<file path="src/rtl/core/dqs_pkg.sv">
// ----------------------------------------------------------------------------
// dqs_pkg
// Shared types, sizes and helpers for the double-ended queue with search.
// ----------------------------------------------------------------------------
package dqs_pkg;

    localparam int DEPTH  = 16;
    localparam int IDX_W  = (DEPTH > 1) ? $clog2(DEPTH) : 1;
    localparam int CNT_W  = $clog2(DEPTH + 1);
    localparam int KIND_W = 3;
    localparam int DATA_W = 32;
    localparam int STAT_W = 2;
    localparam int POS_W  = 4;

    typedef enum logic [KIND_W-1:0] {
        REQ_PUSH_FRONT = 3'd0,
        REQ_PUSH_BACK  = 3'd1,
        REQ_POP_FRONT  = 3'd2,
        REQ_POP_BACK   = 3'd3,
        REQ_SEARCH     = 3'd4,
        REQ_DUMP       = 3'd5
    } req_kind_t;

    typedef enum logic [STAT_W-1:0] {
        ST_OK        = 2'd0,
        ST_EMPTY     = 2'd1,
        ST_FULL      = 2'd2,
        ST_NOT_FOUND = 2'd3
    } status_t;

    typedef enum logic [1:0] {
        SRC_ZERO,
        SRC_RDATA,
        SRC_VALUE
    } out_src_t;

    typedef enum logic [1:0] {
        CS_IDLE,
        CS_EXEC,
        CS_RESP,
        CS_SCAN
    } ctl_state_t;

    // controller -> datapath
    typedef struct packed {
        logic     capture;
        logic     push_front;
        logic     push_back;
        logic     pop_front;
        logic     pop_back;
        logic     scan_start;
        logic     scan_next;
        logic     out_load;
        status_t  out_status;
        out_src_t out_src;
        logic     out_pos_k;
        logic     out_last;
    } dqs_cmd_t;

    // datapath -> controller
    typedef struct packed {
        logic [KIND_W-1:0] kind;
        logic              empty;
        logic              full;
        logic              match;
        logic              at_end;
        logic              out_free;
        logic [CNT_W-1:0]  level;
    } dqs_stat_t;

    // ring slot at distance k from the front, k < DEPTH
    function automatic logic [IDX_W-1:0] slot_of(input logic [IDX_W-1:0] f,
                                                 input logic [CNT_W-1:0] k);
        logic [IDX_W:0] s;
        s = {1'b0, f} + (IDX_W+1)'(k);
        if (s >= (IDX_W+1)'(DEPTH))
            s = s - (IDX_W+1)'(DEPTH);
        return s[IDX_W-1:0];
    endfunction

endpackage

</file>
<file path="src/rtl/core/dqs_ctrl.sv">
// ----------------------------------------------------------------------------
// dqs_ctrl
// Request sequencer: decodes the captured request and steps the datapath.
// ----------------------------------------------------------------------------
module dqs_ctrl (
    input  logic              aclk,
    input  logic              aresetn,
    input  logic              s_valid,
    output logic              s_ready,
    input  dqs_pkg::dqs_stat_t stat,
    output dqs_pkg::dqs_cmd_t  cmd
);
    import dqs_pkg::*;

    ctl_state_t state_reg, state_next;

    always_ff @(posedge aclk) begin
        if (!aresetn)
            state_reg <= CS_IDLE;
        else
            state_reg <= state_next;
    end

    always_comb begin
        state_next     = state_reg;
        cmd            = '0;
        cmd.out_status = ST_OK;
        cmd.out_src    = SRC_ZERO;
        cmd.out_last   = 1'b1;
        s_ready        = 1'b0;

        unique case (state_reg)
            CS_IDLE: begin
                s_ready     = 1'b1;
                cmd.capture = s_valid;
                if (s_valid)
                    state_next = CS_EXEC;
            end
            CS_EXEC: begin
                unique case (stat.kind)
                    REQ_PUSH_FRONT, REQ_PUSH_BACK: begin
                        if (stat.out_free) begin
                            cmd.out_load = 1'b1;
                            if (stat.full) begin
                                cmd.out_status = ST_FULL;
                            end else begin
                                cmd.push_front = (stat.kind == REQ_PUSH_FRONT);
                                cmd.push_back  = (stat.kind == REQ_PUSH_BACK);
                            end
                            state_next = CS_IDLE;
                        end
                    end
                    REQ_POP_FRONT, REQ_POP_BACK, REQ_SEARCH, REQ_DUMP: begin
                        if (stat.empty) begin
                            if (stat.out_free) begin
                                cmd.out_load   = 1'b1;
                                cmd.out_status = ST_EMPTY;
                                state_next     = CS_IDLE;
                            end
                        end else if (stat.kind == REQ_POP_FRONT) begin
                            cmd.pop_front = 1'b1;
                            state_next    = CS_RESP;
                        end else if (stat.kind == REQ_POP_BACK) begin
                            cmd.pop_back = 1'b1;
                            state_next   = CS_RESP;
                        end else begin
                            cmd.scan_start = 1'b1;
                            state_next     = CS_SCAN;
                        end
                    end
                    default: state_next = CS_IDLE;  // unused codes: no result
                endcase
            end
            CS_RESP: begin
                if (stat.out_free) begin
                    cmd.out_load = 1'b1;
                    cmd.out_src  = SRC_RDATA;
                    state_next   = CS_IDLE;
                end
            end
            CS_SCAN: begin
                if (stat.kind == REQ_DUMP) begin
                    if (stat.out_free) begin
                        cmd.out_load  = 1'b1;
                        cmd.out_src   = SRC_RDATA;
                        cmd.out_pos_k = 1'b1;
                        cmd.out_last  = stat.at_end;
                        if (stat.at_end)
                            state_next = CS_IDLE;
                        else
                            cmd.scan_next = 1'b1;
                    end
                end else if (stat.match) begin
                    if (stat.out_free) begin
                        cmd.out_load  = 1'b1;
                        cmd.out_src   = SRC_VALUE;
                        cmd.out_pos_k = 1'b1;
                        state_next    = CS_IDLE;
                    end
                end else if (stat.at_end) begin
                    if (stat.out_free) begin
                        cmd.out_load   = 1'b1;
                        cmd.out_status = ST_NOT_FOUND;
                        state_next     = CS_IDLE;
                    end
                end else begin
                    cmd.scan_next = 1'b1;
                end
            end
            default: state_next = CS_IDLE;
        endcase
    end

endmodule

</file>
<file path="src/rtl/core/dqs_dp.sv">
// ----------------------------------------------------------------------------
// dqs_dp
// Ring storage, front/occupancy pointers, scan counter and result register.
// ----------------------------------------------------------------------------
module dqs_dp (
    input  logic                         aclk,
    input  logic                         aresetn,
    input  logic [dqs_pkg::KIND_W-1:0]   s_kind,
    input  logic signed [dqs_pkg::DATA_W-1:0] s_value,
    output logic                         m_valid,
    input  logic                         m_ready,
    output logic [dqs_pkg::STAT_W-1:0]   m_status,
    output logic signed [dqs_pkg::DATA_W-1:0] m_data,
    output logic [dqs_pkg::POS_W-1:0]    m_position,
    output logic                         m_last_of_run,
    input  dqs_pkg::dqs_cmd_t            cmd,
    output dqs_pkg::dqs_stat_t           stat
);
    import dqs_pkg::*;

    logic [DATA_W-1:0] mem [DEPTH];

    logic [KIND_W-1:0] kind_reg;
    logic [DATA_W-1:0] value_reg;
    logic [IDX_W-1:0]  front_reg, front_next;
    logic [CNT_W-1:0]  occ_reg, occ_next;
    logic [CNT_W-1:0]  k_reg, k_next;
    logic [DATA_W-1:0] rd_data_reg;

    logic              wr_en, rd_en;
    logic [IDX_W-1:0]  wr_addr, rd_addr, front_dec;

    logic              m_valid_reg;
    logic [STAT_W-1:0] status_reg;
    logic [DATA_W-1:0] data_reg;
    logic [POS_W-1:0]  pos_reg;
    logic              last_reg;
    logic [DATA_W-1:0] data_sel;

    assign front_dec = (front_reg == '0) ? IDX_W'(DEPTH - 1) : front_reg - 1'b1;

    always_comb begin
        wr_en      = 1'b0;
        wr_addr    = front_reg;
        rd_en      = 1'b0;
        rd_addr    = front_reg;
        front_next = front_reg;
        occ_next   = occ_reg;
        k_next     = k_reg;
        priority if (cmd.push_front) begin
            wr_en      = 1'b1;
            wr_addr    = front_dec;
            front_next = front_dec;
            occ_next   = occ_reg + 1'b1;
        end else if (cmd.push_back) begin
            wr_en    = 1'b1;
            wr_addr  = slot_of(front_reg, occ_reg);
            occ_next = occ_reg + 1'b1;
        end else if (cmd.pop_front) begin
            rd_en      = 1'b1;
            front_next = slot_of(front_reg, CNT_W'(1));
            occ_next   = occ_reg - 1'b1;
        end else if (cmd.pop_back) begin
            rd_en    = 1'b1;
            rd_addr  = slot_of(front_reg, occ_reg - 1'b1);
            occ_next = occ_reg - 1'b1;
        end else if (cmd.scan_start) begin
            rd_en  = 1'b1;
            k_next = '0;
        end else if (cmd.scan_next) begin
            rd_en   = 1'b1;
            k_next  = k_reg + 1'b1;
            rd_addr = slot_of(front_reg, k_reg + 1'b1);
        end
    end

    always_ff @(posedge aclk) begin
        if (wr_en)
            mem[wr_addr] <= value_reg;
        if (rd_en)
            rd_data_reg <= mem[rd_addr];
    end

    always_ff @(posedge aclk) begin
        if (!aresetn) begin
            front_reg <= '0;
            occ_reg   <= '0;
        end else begin
            front_reg <= front_next;
            occ_reg   <= occ_next;
        end
    end

    always_ff @(posedge aclk) begin
        k_reg <= k_next;
        if (cmd.capture) begin
            kind_reg  <= s_kind;
            value_reg <= s_value;
        end
    end

    always_comb begin
        unique case (cmd.out_src)
            SRC_RDATA: data_sel = rd_data_reg;
            SRC_VALUE: data_sel = value_reg;
            default:   data_sel = '0;
        endcase
    end

    always_ff @(posedge aclk) begin
        if (!aresetn)
            m_valid_reg <= 1'b0;
        else if (cmd.out_load)
            m_valid_reg <= 1'b1;
        else if (m_ready)
            m_valid_reg <= 1'b0;
    end

    always_ff @(posedge aclk) begin
        if (cmd.out_load) begin
            status_reg <= cmd.out_status;
            data_reg   <= data_sel;
            pos_reg    <= cmd.out_pos_k ? POS_W'(k_reg) : '0;
            last_reg   <= cmd.out_last;
        end
    end

    assign m_valid       = m_valid_reg;
    assign m_status      = status_reg;
    assign m_data        = data_reg;
    assign m_position    = pos_reg;
    assign m_last_of_run = last_reg;

    assign stat.kind     = kind_reg;
    assign stat.empty    = (occ_reg == '0);
    assign stat.full     = (occ_reg == CNT_W'(DEPTH));
    assign stat.match    = (rd_data_reg == value_reg);
    assign stat.at_end   = ({1'b0, k_reg} + 1'b1) == {1'b0, occ_reg};
    assign stat.out_free = !m_valid_reg || m_ready;
    assign stat.level    = occ_reg;

endmodule

</file>
<file path="src/rtl/core/double_ended_queue_with_search_core.sv">
// ----------------------------------------------------------------------------
// double_ended_queue_with_search_core
// Bounded deque of 32-bit words with front-to-back search and in-order dump.
// ----------------------------------------------------------------------------
// One request is taken at a time. A push is decoded in the execute state,
// which registers its result once the result register is free; a pop adds
// one registered read of the ring memory. Search and dump walk the stored
// entries through that single read port, one entry per cycle while the
// result side does not stall: a dump waits on it for every entry, a search
// only for its final answer. Pop, search or dump on an empty queue answers
// EMPTY without reading the ring. A dump emits one result per entry with
// last_of_run on the final one. A finished result sits in an output register,
// so the next request is taken while it waits. Codes 6 and 7 are dropped
// without a result. Storage has no reset; only occupied slots are ever read.
module double_ended_queue_with_search_core (
    input  logic                              aclk,
    input  logic                              aresetn,
    input  logic                              s_valid,
    output logic                              s_ready,
    input  logic [dqs_pkg::KIND_W-1:0]        s_kind,
    input  logic signed [dqs_pkg::DATA_W-1:0] s_value,
    output logic                              m_valid,
    input  logic                              m_ready,
    output logic [dqs_pkg::STAT_W-1:0]        m_status,
    output logic signed [dqs_pkg::DATA_W-1:0] m_data,
    output logic [dqs_pkg::POS_W-1:0]         m_position,
    output logic                              m_last_of_run
);
    import dqs_pkg::*;

    dqs_cmd_t  cmd;
    dqs_stat_t stat;

    dqs_ctrl u_ctrl (
        .aclk    (aclk),
        .aresetn (aresetn),
        .s_valid (s_valid),
        .s_ready (s_ready),
        .stat    (stat),
        .cmd     (cmd)
    );

    dqs_dp u_dp (
        .aclk          (aclk),
        .aresetn       (aresetn),
        .s_kind        (s_kind),
        .s_value       (s_value),
        .m_valid       (m_valid),
        .m_ready       (m_ready),
        .m_status      (m_status),
        .m_data        (m_data),
        .m_position    (m_position),
        .m_last_of_run (m_last_of_run),
        .cmd           (cmd),
        .stat          (stat)
    );

    // occupancy never runs past the ring size
    a_level_bound: assert property (@(posedge aclk) disable iff (!aresetn)
        stat.level <= CNT_W'(DEPTH))
        else $error("occupancy above depth");

    // one request in flight: no accept right after an accept
    a_one_request: assert property (@(posedge aclk) disable iff (!aresetn)
        (s_valid && s_ready) |=> !s_ready)
        else $error("request accepted while busy");

    // the result register is only loaded when it is free
    a_no_overwrite: assert property (@(posedge aclk) disable iff (!aresetn)
        cmd.out_load |-> stat.out_free)
        else $error("result overwritten before taken");

endmodule

</file>
<file path="config.mk">
export PLATFORM = sky130hd
export DESIGN_NAME = double_ended_queue_with_search_core
export DESIGN_NICKNAME = d
export VERILOG_FILES = /design/src/rtl/core/dqs_pkg.sv /design/src/rtl/core/dqs_ctrl.sv /design/src/rtl/core/dqs_dp.sv /design/src/rtl/core/double_ended_queue_with_search_core.sv
export SDC_FILE = /design/constraint.sdc
export NUM_CORES = 1
export LEC_CHECK = 0
export ABC_AREA = 1
export BUFFER_PORTS_ARGS = -buffer_cell sky130_fd_sc_hd__buf_2
export CORE_MARGIN = 2
export CORE_UTILIZATION = 35
export CTS_CLUSTER_DIAMETER = 60
export DETAILED_ROUTE_END_ITERATION = 12
export GPL_TIMING_DRIVEN = 0
export PLACE_DENSITY = 0.59
export SLEW_MARGIN = 20
export SYNTH_ARGS = -nofsm -noshare
export SYNTH_HDL_FRONTEND = slang
export SYNTH_HIERARCHICAL = 1
export SYNTH_SLANG_ARGS = --single-unit
</file>
<file path="constraint.sdc">
create_clock -name aclk -period 5 [get_ports aclk]
set_input_delay 0.25 -clock aclk [delete_from_list [all_inputs] [get_ports aclk]]
set_output_delay 0.25 -clock aclk [all_outputs]
set_load 0.02 [all_outputs]
</file>
==> metrics.txt <==
asr flop ratio synth=0%; cell taking the most area after synthesis=edfxtp_1; number of I/O pins=80; sequential cell area=18,900 sq um; antenna-violating nets left=0; DIE WIDTH=between 200 and 300 um; largest net degree at the start of global routing=41; CTS Sinks=around 640; die area=between 80,000 and 90,000 sq um; synth top area cells=edfxtp_1, nand2_1, nand3_1; root buffer cell=clkbuf_16; layout cells sized above 1=about 12%; buffers added on ports=between 70 and 80; CTS tree=done; DR vias/cell=between 4 and 5; vias in the first global route=19,700; Max FO, Critical Path=18; maxcap violations=0; Area Overhead vs Synth=17.1%; Hold WS=approximately 0.12 ns; fmax=between 200 and 250 MHz; WP buf/inv=3; # DRC=0; crit path DAT=5.30 ns; Synth Area per Inst=roughly 10 sq um; minimum clock period=approximately 4.8 ns; Worst setup SP type=register; critical path's slowest cell=edfxtp_1; status=completed; Final Hold Viols=0; CP peak stage delay=~0.87 ns; WL final=about 84,000 um; first-pass GRT wire length=roughly 120,000 um; vias=roughly 21,000; average wire per standard cell=20.1 um; max reg flops=~500; ant diodes=0; Seq cells post-synth=635; Leak=~14 nW; Pwr Density=between 300 and 400 nW/um^2; Rows=about 110; drt pass-1 iters=5; Slew HR=a little under two fifths; Synth top cells by count=nand2_1, edfxtp_1, nand3_1, inv_1, buf_2; most flop-heavy register=u_dp/mem; CTS Buf Count=72; fillcell total=between 7,000 and 8,000; sequential area share after synthesis=65.9%; CP Data Required Time=roughly 5.5 ns; Total GRT Usage=19.7%; Slew @ Worst Pin=0.931 ns; CP top delay family=simple AND/OR/NAND/NOR gates; HP Class=input pin to register; crit-path cells=xor2_1 -> nor3_1 -> nand3_1 -> nor4_1 -> and2_1 -> inv_1 -> nand3_1 -> o21ai_0 -> nand2_2 -> nand2_1 -> nand2_1 -> nand2_1 -> nand2_1 -> buf_2 -> buf_2 -> nand3_1 -> nand2_1 -> nand2_1 -> nand2_1 -> nand3_1 -> nand2_1; max-slew violations=0; Final nets=between 3,000 and 4,000; clk buf depth=3; Starting Density=a little over a third; crit path capture type=register; Mapped Cells=between 2,000 and 3,000; initial antenna violation count=3; syn nets=2,913; Core Region=81,700 sq um; EDFF count, synth=roughly 620; multi-input logic area=approximately 7900 sq um; prevailing post-synth register cell=edfxtp_1; clock transition at the registers of the reported paths=0.06 ns; Crit path top cell by count=nand2_1; Yosys warnings=6; Synth cell types=35; latest clock arrival within the worst-skew pair=about 0.63 ns; crit path kind=register to register; clock skew=roughly 0.029 ns; Layout Cells excl Fill=4,185; Worst VDD drop=0.284 mV; final estimated routing congestion in global placement=a little under 0.9; total grt overflow=0; Mapped Area=~29,000 sq um; RSZ-0062 raised after global routing=no; design area=about 34,000 sq um; Post-Place Cells=4,020; Post-DP HPWL=roughly 57,000 um; Final Cycle Share=between 90% and 100%; H-tree lvl count=3; Post-DP Area=approximately 31,000 sq um; top-count cell post-synth=nand2_1; Vert. Die Dim=just under 300 um; share of the synthesized area in the top cell type=65.1%; Finish-stage setup viols=0; initial DRC count=between 2,000 and 2,500
## area by class of cell
cell class	count	area share [%]
plain buffers	147	2.45
clock inverters	38	0.721
flip-flops and latches	635	56.3
inverters	330	3.68
multi-input cells	1738	23.4
repair buffers	139	3.88
clock buffers	88	5.53
well taps	1070	3.98
## kinds of logic (layout without fill, tap and decap cells)
family | count (synthesis) | after routing | share of synthesized area, %
simple gates | 1595 | 1595 | 23.1
flops | 635 | 635 | 65.9
buf+inv | 477 | 742 | 7.18
compound gates | 83 | 83 | 1.57
xor+xnor | 36 | 36 | 1.10
fa+ha+maj | 24 | 24 | 1.12
## final timing paths
kind / end / slack [ns] / from / cells past startpoint
setup / recovery: u_dp/rd_data_reg[30] / 0.17 / u_dp/value_reg[13] / 21
hold / removal: u_ctrl/state_reg[0] / 0.12 / s_valid / 5
setup reg to reg: u_dp/rd_data_reg[30] / 0.17 / u_dp/value_reg[13] / 21
hold reg to reg: u_dp/occ_reg[0] / 0.55 / u_dp/occ_reg[0] / 1
## repair_timing
action,in CTS,in global routing
endpoints found under the setup margin,0,1
gates resized for setup,0,0
buffers inserted,0,2
hold buffers,37,0
endpoints found under the hold margin,42,0
## worst min-delay path, cell delays in order
cell and delay, ns:
buf_2 0.08, inv_1 0.06, nand2_1 0.11, nand2_1 0.06, a21oi_1 0.12
## power by group
part           switching, mW  internal, mW
registers              0.130          5.92
clock network           2.14          2.67
logic                  0.251         0.132
## per-stage QoR
| step | TNS, ns | total power, mW | utilization (%) | setup slack (ns) |
|---|---|---|---|---|
| floorplan | 0 | 6.31 | - | 0.995 |
| global placement | -524.56 | 6.51 | 37.3 | -1.23 |
| detailed placement | 0 | 6.52 | 38.1 | 0.169 |
| CTS | 0 | 11.3 | 41.1 | 0.122 |
| global route | 0 | 11.6 | 41.2 | 0.000983 |
| finish | 0 | 11.2 | 41.2 | 0.174 |
## placed cells by master, fill, tap and decap left out, types with 5 or more instances in the layout
cell,Yosys,final
a21oi_1,51,51
nor4_1,5,5
xor2_1,17,17
clkbuf_1,18,34
nor2_4,2,19
dlygate4sd3_1,0,37
buf_4,18,19
ha_1,21,21
edfxtp_1,623,623
buf_6,11,11
inv_1,324,324
nand4_1,8,8
clkbuf_16,0,72
dfxtp_1,12,12
nand3_1,445,444
nor3_1,11,11
clkinv_1,0,17
nor2_1,62,45
inv_2,6,6
o21ai_0,18,18
clkinv_2,0,8
buf_12,0,8
inv_6,0,5
buf_2,98,177
nand2_1,1048,1048
buf_16,0,13
xnor2_1,19,19
nand2_2,6,6
## routing by layer
metal  track usage (%)  part of all wire, %
met5                 0                0.055
met4              8.19                  4.1
met3              2.95                  7.2
met2              31.9                   46
met1              26.6                   42
Power figures use the tool's default switching activity.
